<file path="src/sv/sbis_pkg.sv">
// Shared types and constants for the sorted bounded integer set.
package sbis_pkg;

   localparam int DEPTH      = 32;
   localparam int CNT_W      = $clog2(DEPTH + 1);
   localparam int SUM_W      = CNT_W + 8;
   localparam int VALUE_W    = 32;
   localparam int DELTA_W    = 7;
   localparam int KIND_W     = 2;
   localparam int STATUS_W   = 3;
   localparam int FIELD_W    = 6;
   localparam int CAP_RESET  = (DEPTH < 32) ? DEPTH : 32;

   typedef enum logic [KIND_W-1:0] {
      KIND_INSERT = 2'd0,
      KIND_REMOVE = 2'd1,
      KIND_ADJUST = 2'd2
   } kind_type;

   typedef enum logic [STATUS_W-1:0] {
      STAT_ADDED     = 3'd0,
      STAT_PRESENT   = 3'd1,
      STAT_FULL      = 3'd2,
      STAT_REMOVED   = 3'd3,
      STAT_NOT_FOUND = 3'd4,
      STAT_ADJUSTED  = 3'd5
   } status_type;

   typedef struct packed {
      logic capture;
      logic commit;
   } ctrl_cmd_type;

endpackage

</file>
<file path="src/sv/sbis_req_if.sv">
// Request channel interface: kind, value and delta with valid/ready.
interface sbis_req_if import sbis_pkg::*; ();
   logic                       valid;
   logic                       ready;
   logic [KIND_W-1:0]          kind;
   logic signed [VALUE_W-1:0]  value;
   logic signed [DELTA_W-1:0]  delta;

   modport source (output valid, output kind, output value, output delta, input ready);
   modport sink   (input valid, input kind, input value, input delta, output ready);
endinterface

</file>
<file path="src/sv/sbis_rsp_if.sv">
// Response channel interface: status, count and capacity with valid/ready.
interface sbis_rsp_if import sbis_pkg::*; ();
   logic                 valid;
   logic                 ready;
   logic [STATUS_W-1:0]  status;
   logic [FIELD_W-1:0]   count;
   logic [FIELD_W-1:0]   capacity;

   modport source (output valid, output status, output count, output capacity, input ready);
   modport sink   (input valid, input status, input count, input capacity, output ready);
endinterface

</file>
<file path="src/sv/sorted_bounded_int_set.sv">
// Top level of the sorted bounded integer set.
// A request is captured in ST_IDLE and executed in ST_EXEC, where the commit waits
// while an earlier response is still held; the response is then registered. The next
// request is accepted while a finished response waits in the output register.
// Reset: element count cleared, capacity loaded with 32 (saturated to DEPTH);
// cell contents stay undefined until written.
module sorted_bounded_int_set import sbis_pkg::*; (
   input  logic                clock,
   input  logic                reset,
   sbis_req_if.sink            req_chan,
   sbis_rsp_if.source          rsp_chan,
   input  logic                csr_write_enable,
   input  logic [FIELD_W-1:0]  csr_write_data
);

   ctrl_cmd_type cmd;

   sbis_ctrl u_ctrl (
      .clock     (clock),
      .reset     (reset),
      .req_valid (req_chan.valid),
      .req_ready (req_chan.ready),
      .rsp_valid (rsp_chan.valid),
      .rsp_ready (rsp_chan.ready),
      .cmd       (cmd)
   );

   sbis_datapath u_datapath (
      .clock            (clock),
      .reset            (reset),
      .cmd              (cmd),
      .req_kind         (req_chan.kind),
      .req_value        (req_chan.value),
      .req_delta        (req_chan.delta),
      .csr_write_enable (csr_write_enable),
      .csr_write_data   (csr_write_data),
      .rsp_status       (rsp_chan.status),
      .rsp_count        (rsp_chan.count),
      .rsp_capacity     (rsp_chan.capacity)
   );

endmodule

</file>
<file path="src/sv/sbis_ctrl.sv">
// Controller state machine: request capture, execute and response valid.
module sbis_ctrl import sbis_pkg::*; (
   input  logic         clock,
   input  logic         reset,
   input  logic         req_valid,
   output logic         req_ready,
   output logic         rsp_valid,
   input  logic         rsp_ready,
   output ctrl_cmd_type cmd
);

   typedef enum logic [1:0] {
      ST_IDLE = 2'b01,
      ST_EXEC = 2'b10
   } state_type;

   state_type state_ff, state_in;
   logic      rsp_valid_ff, rsp_valid_in;

   always_comb begin
      req_ready   = (state_ff == ST_IDLE);
      cmd.capture = req_valid && req_ready;
      cmd.commit  = (state_ff == ST_EXEC) && (!rsp_valid_ff || rsp_ready);
      state_in    = state_ff;
      case (state_ff)
         ST_IDLE: begin
            if (cmd.capture) state_in = ST_EXEC;
         end
         ST_EXEC: begin
            if (cmd.commit) state_in = ST_IDLE;
         end
         default: state_in = ST_IDLE;
      endcase
      if (cmd.commit) begin
         rsp_valid_in = 1'b1;
      end else if (rsp_ready) begin
         rsp_valid_in = 1'b0;
      end else begin
         rsp_valid_in = rsp_valid_ff;
      end
   end

   always_ff @(posedge clock) begin
      if (reset) begin
         state_ff     <= ST_IDLE;
         rsp_valid_ff <= 1'b0;
      end else begin
         state_ff     <= state_in;
         rsp_valid_ff <= rsp_valid_in;
      end
   end

   assign rsp_valid = rsp_valid_ff;

endmodule

</file>
<file path="src/sv/sbis_datapath.sv">
// Datapath: sorted cell chain with per-cell compare and shift, count and capacity.
module sbis_datapath import sbis_pkg::*; (
   input  logic                       clock,
   input  logic                       reset,
   input  ctrl_cmd_type               cmd,
   input  logic [KIND_W-1:0]          req_kind,
   input  logic signed [VALUE_W-1:0]  req_value,
   input  logic signed [DELTA_W-1:0]  req_delta,
   input  logic                       csr_write_enable,
   input  logic [FIELD_W-1:0]         csr_write_data,
   output logic [STATUS_W-1:0]        rsp_status,
   output logic [FIELD_W-1:0]         rsp_count,
   output logic [FIELD_W-1:0]         rsp_capacity
);

   logic [KIND_W-1:0]          kind_ff;
   logic signed [VALUE_W-1:0]  value_ff;
   logic signed [DELTA_W-1:0]  delta_ff;
   logic [VALUE_W-1:0]         cells_ff [DEPTH];
   logic [VALUE_W-1:0]         cells_in [DEPTH];
   logic [DEPTH-1:0]           lt;
   logic [DEPTH-1:0]           eq;
   logic [CNT_W-1:0]           count_ff, count_in;
   logic [CNT_W-1:0]           cap_ff, cap_in;
   logic [STATUS_W-1:0]        status_ff, status_in;
   logic [CNT_W-1:0]           out_count_ff, out_cap_ff;
   logic                       found, full, do_insert, do_remove;
   logic [SUM_W-1:0]           count_x, cap_x, delta_x, mag_x, sum_x, load_x;

   for (genvar i = 0; i < DEPTH; i++) begin : g_cell
      logic             valid;
      logic             prev_lt;
      logic [VALUE_W-1:0] prev_val, next_val;

      if (i == 0) begin : g_first
         assign prev_val = value_ff;
         assign prev_lt  = 1'b0;
      end else begin : g_mid
         assign prev_val = cells_ff[i-1];
         assign prev_lt  = lt[i-1];
      end
      if (i == DEPTH - 1) begin : g_last
         assign next_val = cells_ff[i];
      end else begin : g_inner
         assign next_val = cells_ff[i+1];
      end

      assign valid = (CNT_W'(i) < count_ff);
      assign lt[i] = valid && ($signed(cells_ff[i]) < value_ff);
      assign eq[i] = valid && (cells_ff[i] == value_ff);

      always_comb begin
         cells_in[i] = cells_ff[i];
         if (do_insert && !lt[i]) begin
            cells_in[i] = ((i == 0) || prev_lt) ? value_ff : prev_val;
         end else if (do_remove && !lt[i]) begin
            cells_in[i] = next_val;
         end
      end

      always_ff @(posedge clock) begin
         if (cmd.commit) cells_ff[i] <= cells_in[i];
      end
   end

   always_comb begin
      found     = |eq;
      full      = !((count_ff < cap_ff) && (count_ff < CNT_W'(DEPTH)));
      do_insert = 1'b0;
      do_remove = 1'b0;
      count_in  = count_ff;
      cap_in    = cap_ff;
      status_in = STAT_ADJUSTED;
      count_x   = SUM_W'(count_ff);
      cap_x     = SUM_W'(cap_ff);
      delta_x   = SUM_W'(delta_ff);
      mag_x     = SUM_W'(0) - delta_x;
      sum_x     = cap_x + delta_x;
      case (kind_ff)
         KIND_INSERT: begin
            if (found) begin
               status_in = STAT_PRESENT;
            end else if (!full) begin
               do_insert = 1'b1;
               count_in  = count_ff + CNT_W'(1);
               status_in = STAT_ADDED;
            end else begin
               status_in = STAT_FULL;
            end
         end
         KIND_REMOVE: begin
            if (found) begin
               do_remove = 1'b1;
               count_in  = count_ff - CNT_W'(1);
               status_in = STAT_REMOVED;
            end else begin
               status_in = STAT_NOT_FOUND;
            end
            cap_in = count_in;
         end
         KIND_ADJUST: begin
            if (delta_ff < 0) begin
               if (cap_x >= count_x + mag_x) begin
                  cap_in = CNT_W'(cap_x - mag_x);
               end else begin
                  cap_in = count_ff;
               end
            end else if (delta_ff != 0) begin
               cap_in = (sum_x > SUM_W'(DEPTH)) ? CNT_W'(DEPTH) : CNT_W'(sum_x);
            end
         end
         default: status_in = STAT_ADJUSTED;
      endcase
      load_x = SUM_W'(csr_write_data);
      if (load_x > SUM_W'(DEPTH)) load_x = SUM_W'(DEPTH);
      if (load_x < count_x) load_x = count_x;
   end

   always_ff @(posedge clock) begin
      if (reset) begin
         count_ff <= '0;
         cap_ff   <= CNT_W'(CAP_RESET);
      end else if (cmd.commit) begin
         count_ff <= count_in;
         cap_ff   <= cap_in;
      end else if (csr_write_enable) begin
         cap_ff   <= CNT_W'(load_x);
      end
   end

   always_ff @(posedge clock) begin
      if (cmd.capture) begin
         kind_ff  <= req_kind;
         value_ff <= req_value;
         delta_ff <= req_delta;
      end
      if (cmd.commit) begin
         status_ff    <= status_in;
         out_count_ff <= count_in;
         out_cap_ff   <= cap_in;
      end
   end

   assign rsp_status   = status_ff;
   assign rsp_count    = FIELD_W'(out_count_ff);
   assign rsp_capacity = FIELD_W'(out_cap_ff);

endmodule

</file>
<file path="src/flat_wrapper.sv">
// flat-port wrapper written by rule: the top's interface ports become plain ports
module sorted_bounded_int_set_flat import sbis_pkg::*;
  (clock, reset, csr_write_enable, csr_write_data, req_chan_valid, req_chan_kind, req_chan_value, req_chan_delta, req_chan_ready, rsp_chan_valid, rsp_chan_status, rsp_chan_count, rsp_chan_capacity, rsp_chan_ready);
  sbis_req_if req_chan_i ();
  sbis_rsp_if rsp_chan_i ();
  input  logic clock;
  input  logic reset;
  input  logic csr_write_enable;
  input  logic [FIELD_W-1:0] csr_write_data;
  input wire logic [$bits(req_chan_i.valid)-1:0] req_chan_valid;
  input wire logic [$bits(req_chan_i.kind)-1:0] req_chan_kind;
  input wire logic [$bits(req_chan_i.value)-1:0] req_chan_value;
  input wire logic [$bits(req_chan_i.delta)-1:0] req_chan_delta;
  output wire logic [$bits(req_chan_i.ready)-1:0] req_chan_ready;
  output wire logic [$bits(rsp_chan_i.valid)-1:0] rsp_chan_valid;
  output wire logic [$bits(rsp_chan_i.status)-1:0] rsp_chan_status;
  output wire logic [$bits(rsp_chan_i.count)-1:0] rsp_chan_count;
  output wire logic [$bits(rsp_chan_i.capacity)-1:0] rsp_chan_capacity;
  input wire logic [$bits(rsp_chan_i.ready)-1:0] rsp_chan_ready;
  assign req_chan_i.valid = req_chan_valid;
  assign req_chan_i.kind = req_chan_kind;
  assign req_chan_i.value = req_chan_value;
  assign req_chan_i.delta = req_chan_delta;
  assign req_chan_ready = req_chan_i.ready;
  assign rsp_chan_valid = rsp_chan_i.valid;
  assign rsp_chan_status = rsp_chan_i.status;
  assign rsp_chan_count = rsp_chan_i.count;
  assign rsp_chan_capacity = rsp_chan_i.capacity;
  assign rsp_chan_i.ready = rsp_chan_ready;
  sorted_bounded_int_set u_core (.clock(clock), .reset(reset), .req_chan(req_chan_i), .rsp_chan(rsp_chan_i), .csr_write_enable(csr_write_enable), .csr_write_data(csr_write_data));
endmodule
</file>
<file path="config.mk">
export PLATFORM = sky130hd
export DESIGN_NAME = sorted_bounded_int_set_flat
export DESIGN_NICKNAME = d
export VERILOG_FILES = /design/src/sv/sbis_pkg.sv /design/src/sv/sbis_req_if.sv /design/src/sv/sbis_rsp_if.sv /design/src/sv/sorted_bounded_int_set.sv /design/src/sv/sbis_ctrl.sv /design/src/sv/sbis_datapath.sv /design/src/flat_wrapper.sv
export SDC_FILE = /design/constraint.sdc
export NUM_CORES = 2
export LEC_CHECK = 0
export ABC_CLOCK_PERIOD_IN_PS = 18500
export BUFFER_PORTS_ARGS = -buffer_cell sky130_fd_sc_hd__clkbuf_2
export CORE_MARGIN = 4
export CORE_UTILIZATION = 27
export DETAILED_ROUTE_END_ITERATION = 8
export GPL_TIMING_DRIVEN = 0
export SLEW_MARGIN = 20
export SYNTH_ARGS = -nofsm -noshare
export SYNTH_HDL_FRONTEND = slang
export SYNTH_SLANG_ARGS = --single-unit
</file>
<file path="constraint.sdc">
create_clock -name clock -period 18.5 [get_ports clock]
set_input_delay 0.925 -clock clock [delete_from_list [all_inputs] [get_ports clock]]
set_output_delay 0.925 -clock clock [all_outputs]
set_load 0.02 [all_outputs]
</file>
-- Word level (Yosys, flattened, before mapping)
Memory sizes are Yosys's and may differ from the RTL's.
Cells that the tools add are included.
- flip-flop bits (word level): 71
- input port bits: 52
- bits in writable memories: 1024
- memories: 1
- memory list (memory ; depth ; bits a word ; read ports ; clocked after Yosys merged registers in ; write ports ; line ; text):
    u_core.u_datapath.cells_ff ; 32 ; 32 ; 32 ; 0 ; 32 ; sbis_datapath.sv:19 ; logic [VALUE_W-1:0] cells_ff [DEPTH];
- equality and inequality tests: 38
- magnitude comparators: 71
- add/subtract/negate cells: 6
- reduce and logical (&&, ||, !) cells: 170
- muxes and demuxes: 123
- operator list (kind ; count):
    2-to-1 mux 32 bit ; 94
    equality test 32 bit ; 32
    less-than comparator 32 bit ; 32
    logical AND 1 bit ; 130
    less-than comparator 5 x 6 -> 1 bit, first input constant ; 16
    2-to-1 mux 6 bit ; 11
    less-than comparator 4 x 6 -> 1 bit, first input constant ; 8
    zero test 1 bit ; 33
    nonzero test 32 bit ; 1
    OR reduction 32 bit ; 1
    less-than comparator 3 x 6 -> 1 bit, first input constant ; 4
    one-hot mux 6 bit (2 select lines) ; 2
    >= comparator 6 x 14 -> 1 bit ; 1
    > comparator 14 x 6 -> 1 bit, second input constant ; 1
    less-than comparator 14 x 6 -> 1 bit ; 1
    less-than comparator 1 x 6 -> 1 bit, first input constant ; 2
    less-than comparator 2 x 6 -> 1 bit, first input constant ; 2
    adder 7 x 8 -> 9 bit ; 1
    2-to-1 mux 1 bit ; 9
    adder 7 x 7 -> 8 bit ; 1
    2-to-1 mux 2 bit ; 4
    subtractor 1 x 7 -> 8 bit, first input constant ; 1
    less-than comparator 7 x 1 -> 1 bit, second input constant ; 1
    adder 6 x 1 -> 6 bit, second input constant ; 1
    15 further kinds ; 19

-- Longest topological paths before layout
An unclocked memory read counts as a cell.
- depth after elaboration: 9
- gate-level depth with buffers: 17
- gate-level depth less buffers: 17

-- Modules after synthesis
From an unflattened synthesis, not the netlist that was laid out.
- cell total of the unflattened synthesis: 7751
- area total of the unflattened synthesis: 83244.8 um2
- modules (own cells, without submodules) (module ; cells each ; area an instance (um2) ; sequential area each (um2) ; instances):
    sbis_datapath ; 7738 ; 83108.5 ; 32671.3 ; 1
    sbis_ctrl ; 13 ; 136.4 ; 60.1 ; 1

-- Worst setup path before layout
OpenSTA, ideal clock, no wires.
- path type: flip-flop to flip-flop
- start: register u_core.u_datapath.g_cell[0].prev_val[31] (netlist name)
- end: memory u_core.u_datapath.cells_ff[0][0], enable pin
- required time: 18039 ps
- buffers on the path: 3
- setup slack: 11838 ps
- cell stages (with the launch flop): 15
- arrival: 6201 ps
- cell sequence: edfxtp_1 > inv_1 > clkbuf_1 > ha_1 > nand4_1 > or4_1 > or3_1 > o221ai_1 > a2111oi_4 > nand4_4 > and2_1 > clkbuf_1 > o21ai_0 > clkbuf_1 > nor3_1
- RTL lines (what ; line):
    end, declared ; sbis_datapath.sv:19

==> reports/results.txt <==
most frequent cells in the layout - a21oi_1 (1177), nor2_1 (1100), edfxtp_1 (1080)
Remaining DRCs - 5
Placed Area - 87900 µm²
worst slack at placement - 11.09 ns
NumNets Final - 9260
commonest non-fill, non-tap cell in the layout - a21oi_1
Via Count - 70625
maxcap violations - 0
core area - 292000 µm²
RSZ-0062 raised after global routing - false
kind of critical path - reg2reg
post-route setup slack - 10.63 ns
clock sinks - 1095
peak supply drop - 87.5 µV
crit path time final - 7.87 ns
number of port buffers - 68
global-route total usage across every layer - 0.223
TritonCTS clock tree - done
Starting Density - 0.272
initial DRC count - 9162
largest net degree at the start of global routing - 39
number of max-slew violations in the final report - 0
CP arrival - 8.39 ns
Post-Route Hold Slack - 0.296 ns
async set or reset register ratio after synthesis - 0
Max stage delay on crit path - 0.79 ns
overflow left after global routing - 0
Final HPWL DP - 270000 µm
synthesized flop and latch total - 1095
Die Y - 551 µm
final number of hold-violating endpoints - 0
Avg Vias per Cell - 5.80
CTS root buf - clkbuf_16
Final Cycle Share - 0.425
Layout Area Growth over Synthesis - 15.7%
Slowest cell on crit path - a2111oi_2
Crit. End Element - flip-flop
layout cells sized above 1 - 0.116
# fillers - 29708
number of global-route vias before repair - 68130
Synth Warn # - 0
total power - 6.28 mW
WP data required - 19.03 ns
CP most frequent cell - buf_4
crit path max fanout - 10
Final ANT Viol Nets - 0
CTS max path bufs - 3
Avg Synthesized Cell Area - 10.1 µm²
Pwr per Cell Area - 68.3 nW/µm²
# hold bufs at CTS - 0
Syn Std Cell Area - 79500 µm²
total leakage power - 35.5 nW
GPL Wtd Cong - 1.02
global-route wire length before repair - 491000 µm
crit start category - flip-flop
H-Tree Depth - 3
Worst Skew - 0.0930 ns
reg2reg setup slack - 10.63 ns
drt total wl - 355000 µm
crit-path cells - clkbuf_1 -> inv_1 -> ha_1 -> nor3b_2 -> nor2_1 -> nor2_2 -> nor4_2 -> buf_4 -> a2111oi_2 -> nand4_4 -> nor3_4 -> o21ai_2 -> buf_6 -> clkbuf_2 -> buf_12 -> nor3_2 -> buf_4 -> buf_4
Slew HR - 0.191
Finished Cell Area - 92000 µm²
Yosys cell types - 88
sequential fraction of the synthesis area - 0.412
DIE AREA - 303000 µm²
Min-Delay Path Class - in2reg
initial antenna violation count - 41
Post-CTS Repair Setup Buffers - 0
violated checks - design-rule violations
clk slew on worst S/H paths - 0.07 ns
post-cts resize count - 0
clock latency at the later pin of the worst-skew pair - 0.83 ns
# IOs - 69
status - finished with violations
setup TNS - 0 ns
Chip Width - 551 µm
Cell Rows - 198
First-pass DRT Iterations - 9
ys flop type - edfxtp_1
setup violators final - 0
multi-input combinational cell area - 44700 µm²
Mapped Cells - 7839
Synth Net Count - 8958
total CTS buffers - 121
drt wl/cell - 29.1 µm
Register Area - 32700 µm²
Post-synth EDFFs - 1080
f_max - 0.127 GHz
worst-margin pin slew - 1.20 ns
==> final timing paths <==
| check | depth (start not counted) | start | to |
|---|---|---|---|
| worst max-delay path | 18 | u_core.u_datapath.count_ff[1]$_SDFFE_PP0P_ | u_core.u_datapath.cells_ff[0][12]$_DFFE_PP_ |
| worst min-delay path | 1 | req_chan_value[28] | u_core.u_datapath.g_cell[0].prev_val[28]$_DFFE_PP_ |
| worst max register to register | 18 | u_core.u_datapath.count_ff[1]$_SDFFE_PP0P_ | u_core.u_datapath.cells_ff[0][12]$_DFFE_PP_ |
| worst min register to register | 2 | u_core.u_ctrl.state_ff[1]$_SDFFE_PP0P_ | u_core.u_ctrl.rsp_valid$_SDFFE_PP0P_ |
==> logic make-up (layout without fill, tap and decap cells) <==
group                      count (synthesis)  count (layout)  synth area share
DFF                                     1095            1095             0.412
AOI/OAI and AO/OA                       2061            2061             0.149
xor gates and xnor gates                  20              20           0.00220
other                                      0              42                 0
buffers and inverters                    577             983            0.0300
and+or+nand+nor                         2116            2116             0.121
muxes                                    903             903             0.118
adders and majority gates               1067            1067             0.168
==> power by group <==
part / switching [mW] / leakage [nW] / internal (mW)
logic: 0.632 / 23.7 / 0.310
clock network: 1.14 / 1.96 / 1.41
registers: 0.0454 / 9.85 / 2.75
==> registers in the layout (all words and copies together), names as in the netlist, 2 cells and up <==
signal                             flops
u_core.u_datapath.rsp_count            6
u_core.u_datapath.delta_ff             7
u_core.u_datapath.rsp_capacity         6
u_core.u_datapath.g_cell.prev_val     32
u_core.u_datapath.kind_ff              2
u_core.u_datapath.cells_ff          1024
u_core.u_datapath.cap_ff               6
u_core.u_datapath.count_ff             6
u_core.u_ctrl.state_ff                 2
u_core.u_datapath.rsp_status           3
==> synthesized netlist by cell type, types with 41 or more instances <==
| master | instances | area share |
|---|---|---|
| o21a_1 | 41 | 0.0039 |
| mux2i_1 | 609 | 0.077 |
| nor2b_1 | 92 | 0.0072 |
| nand3_1 | 58 | 0.0037 |
| clkbuf_1 | 282 | 0.013 |
| nor3_1 | 91 | 0.0057 |
| a21oi_1 | 1179 | 0.074 |
| a211oi_1 | 42 | 0.0040 |
| inv_1 | 120 | 0.0057 |
| mux2_1 | 41 | 0.0058 |
| a21o_1 | 233 | 0.022 |
| o21ai_0 | 352 | 0.022 |
| ha_1 | 1064 | 0.17 |
| mux2_2 | 252 | 0.036 |
| nand2_1 | 345 | 0.016 |
| nor2_1 | 1121 | 0.053 |
| edfxtp_1 | 1080 | 0.41 |
| buf_2 | 155 | 0.0098 |
| nand4_1 | 223 | 0.018 |
==> cell type report <==
class / instances / share of cell area
Buffer: 454 / 0.0232
Multi-Input combinational cell: 6167 / 0.486
Tap cell: 3900 / 0.0530
Sequential cell: 1095 / 0.356
Timing Repair Buffer: 179 / 0.0321
Clock inverter: 77 / 0.00884
Clock buffer: 150 / 0.0348
Inverter: 123 / 0.00502
Antenna cell: 42 / 0.00114
==> stage by stage <==
stage,util,instances
CTS,0.315,12145
global route,0.315,12147
finish,0.315,12187
global placement,0.290,11807
floorplan,-,7839
detailed placement,0.301,11918
==> metal layers <==
metal | vias up | share of wire | global-route usage
met5 | - | 0.00076 | 0.00297
met4 | 18 | 0.083 | 0.163
met3 | 1294 | 0.12 | 0.0785
met2 | 4706 | 0.43 | 0.336
met1 | 34377 | 0.37 | 0.263
li1 | 30230 | - | -
==> worst max-delay path, delay by kind of cell (launching register included) <==
kind | cells | cell delay (ns)
flops | 1 | 0.51
buf+inv | 8 | 2.41
fa+ha+maj | 1 | 0.70
simple gates | 7 | 3.02
compound gates | 2 | 0.92
Power figures use the tool's default switching activity.
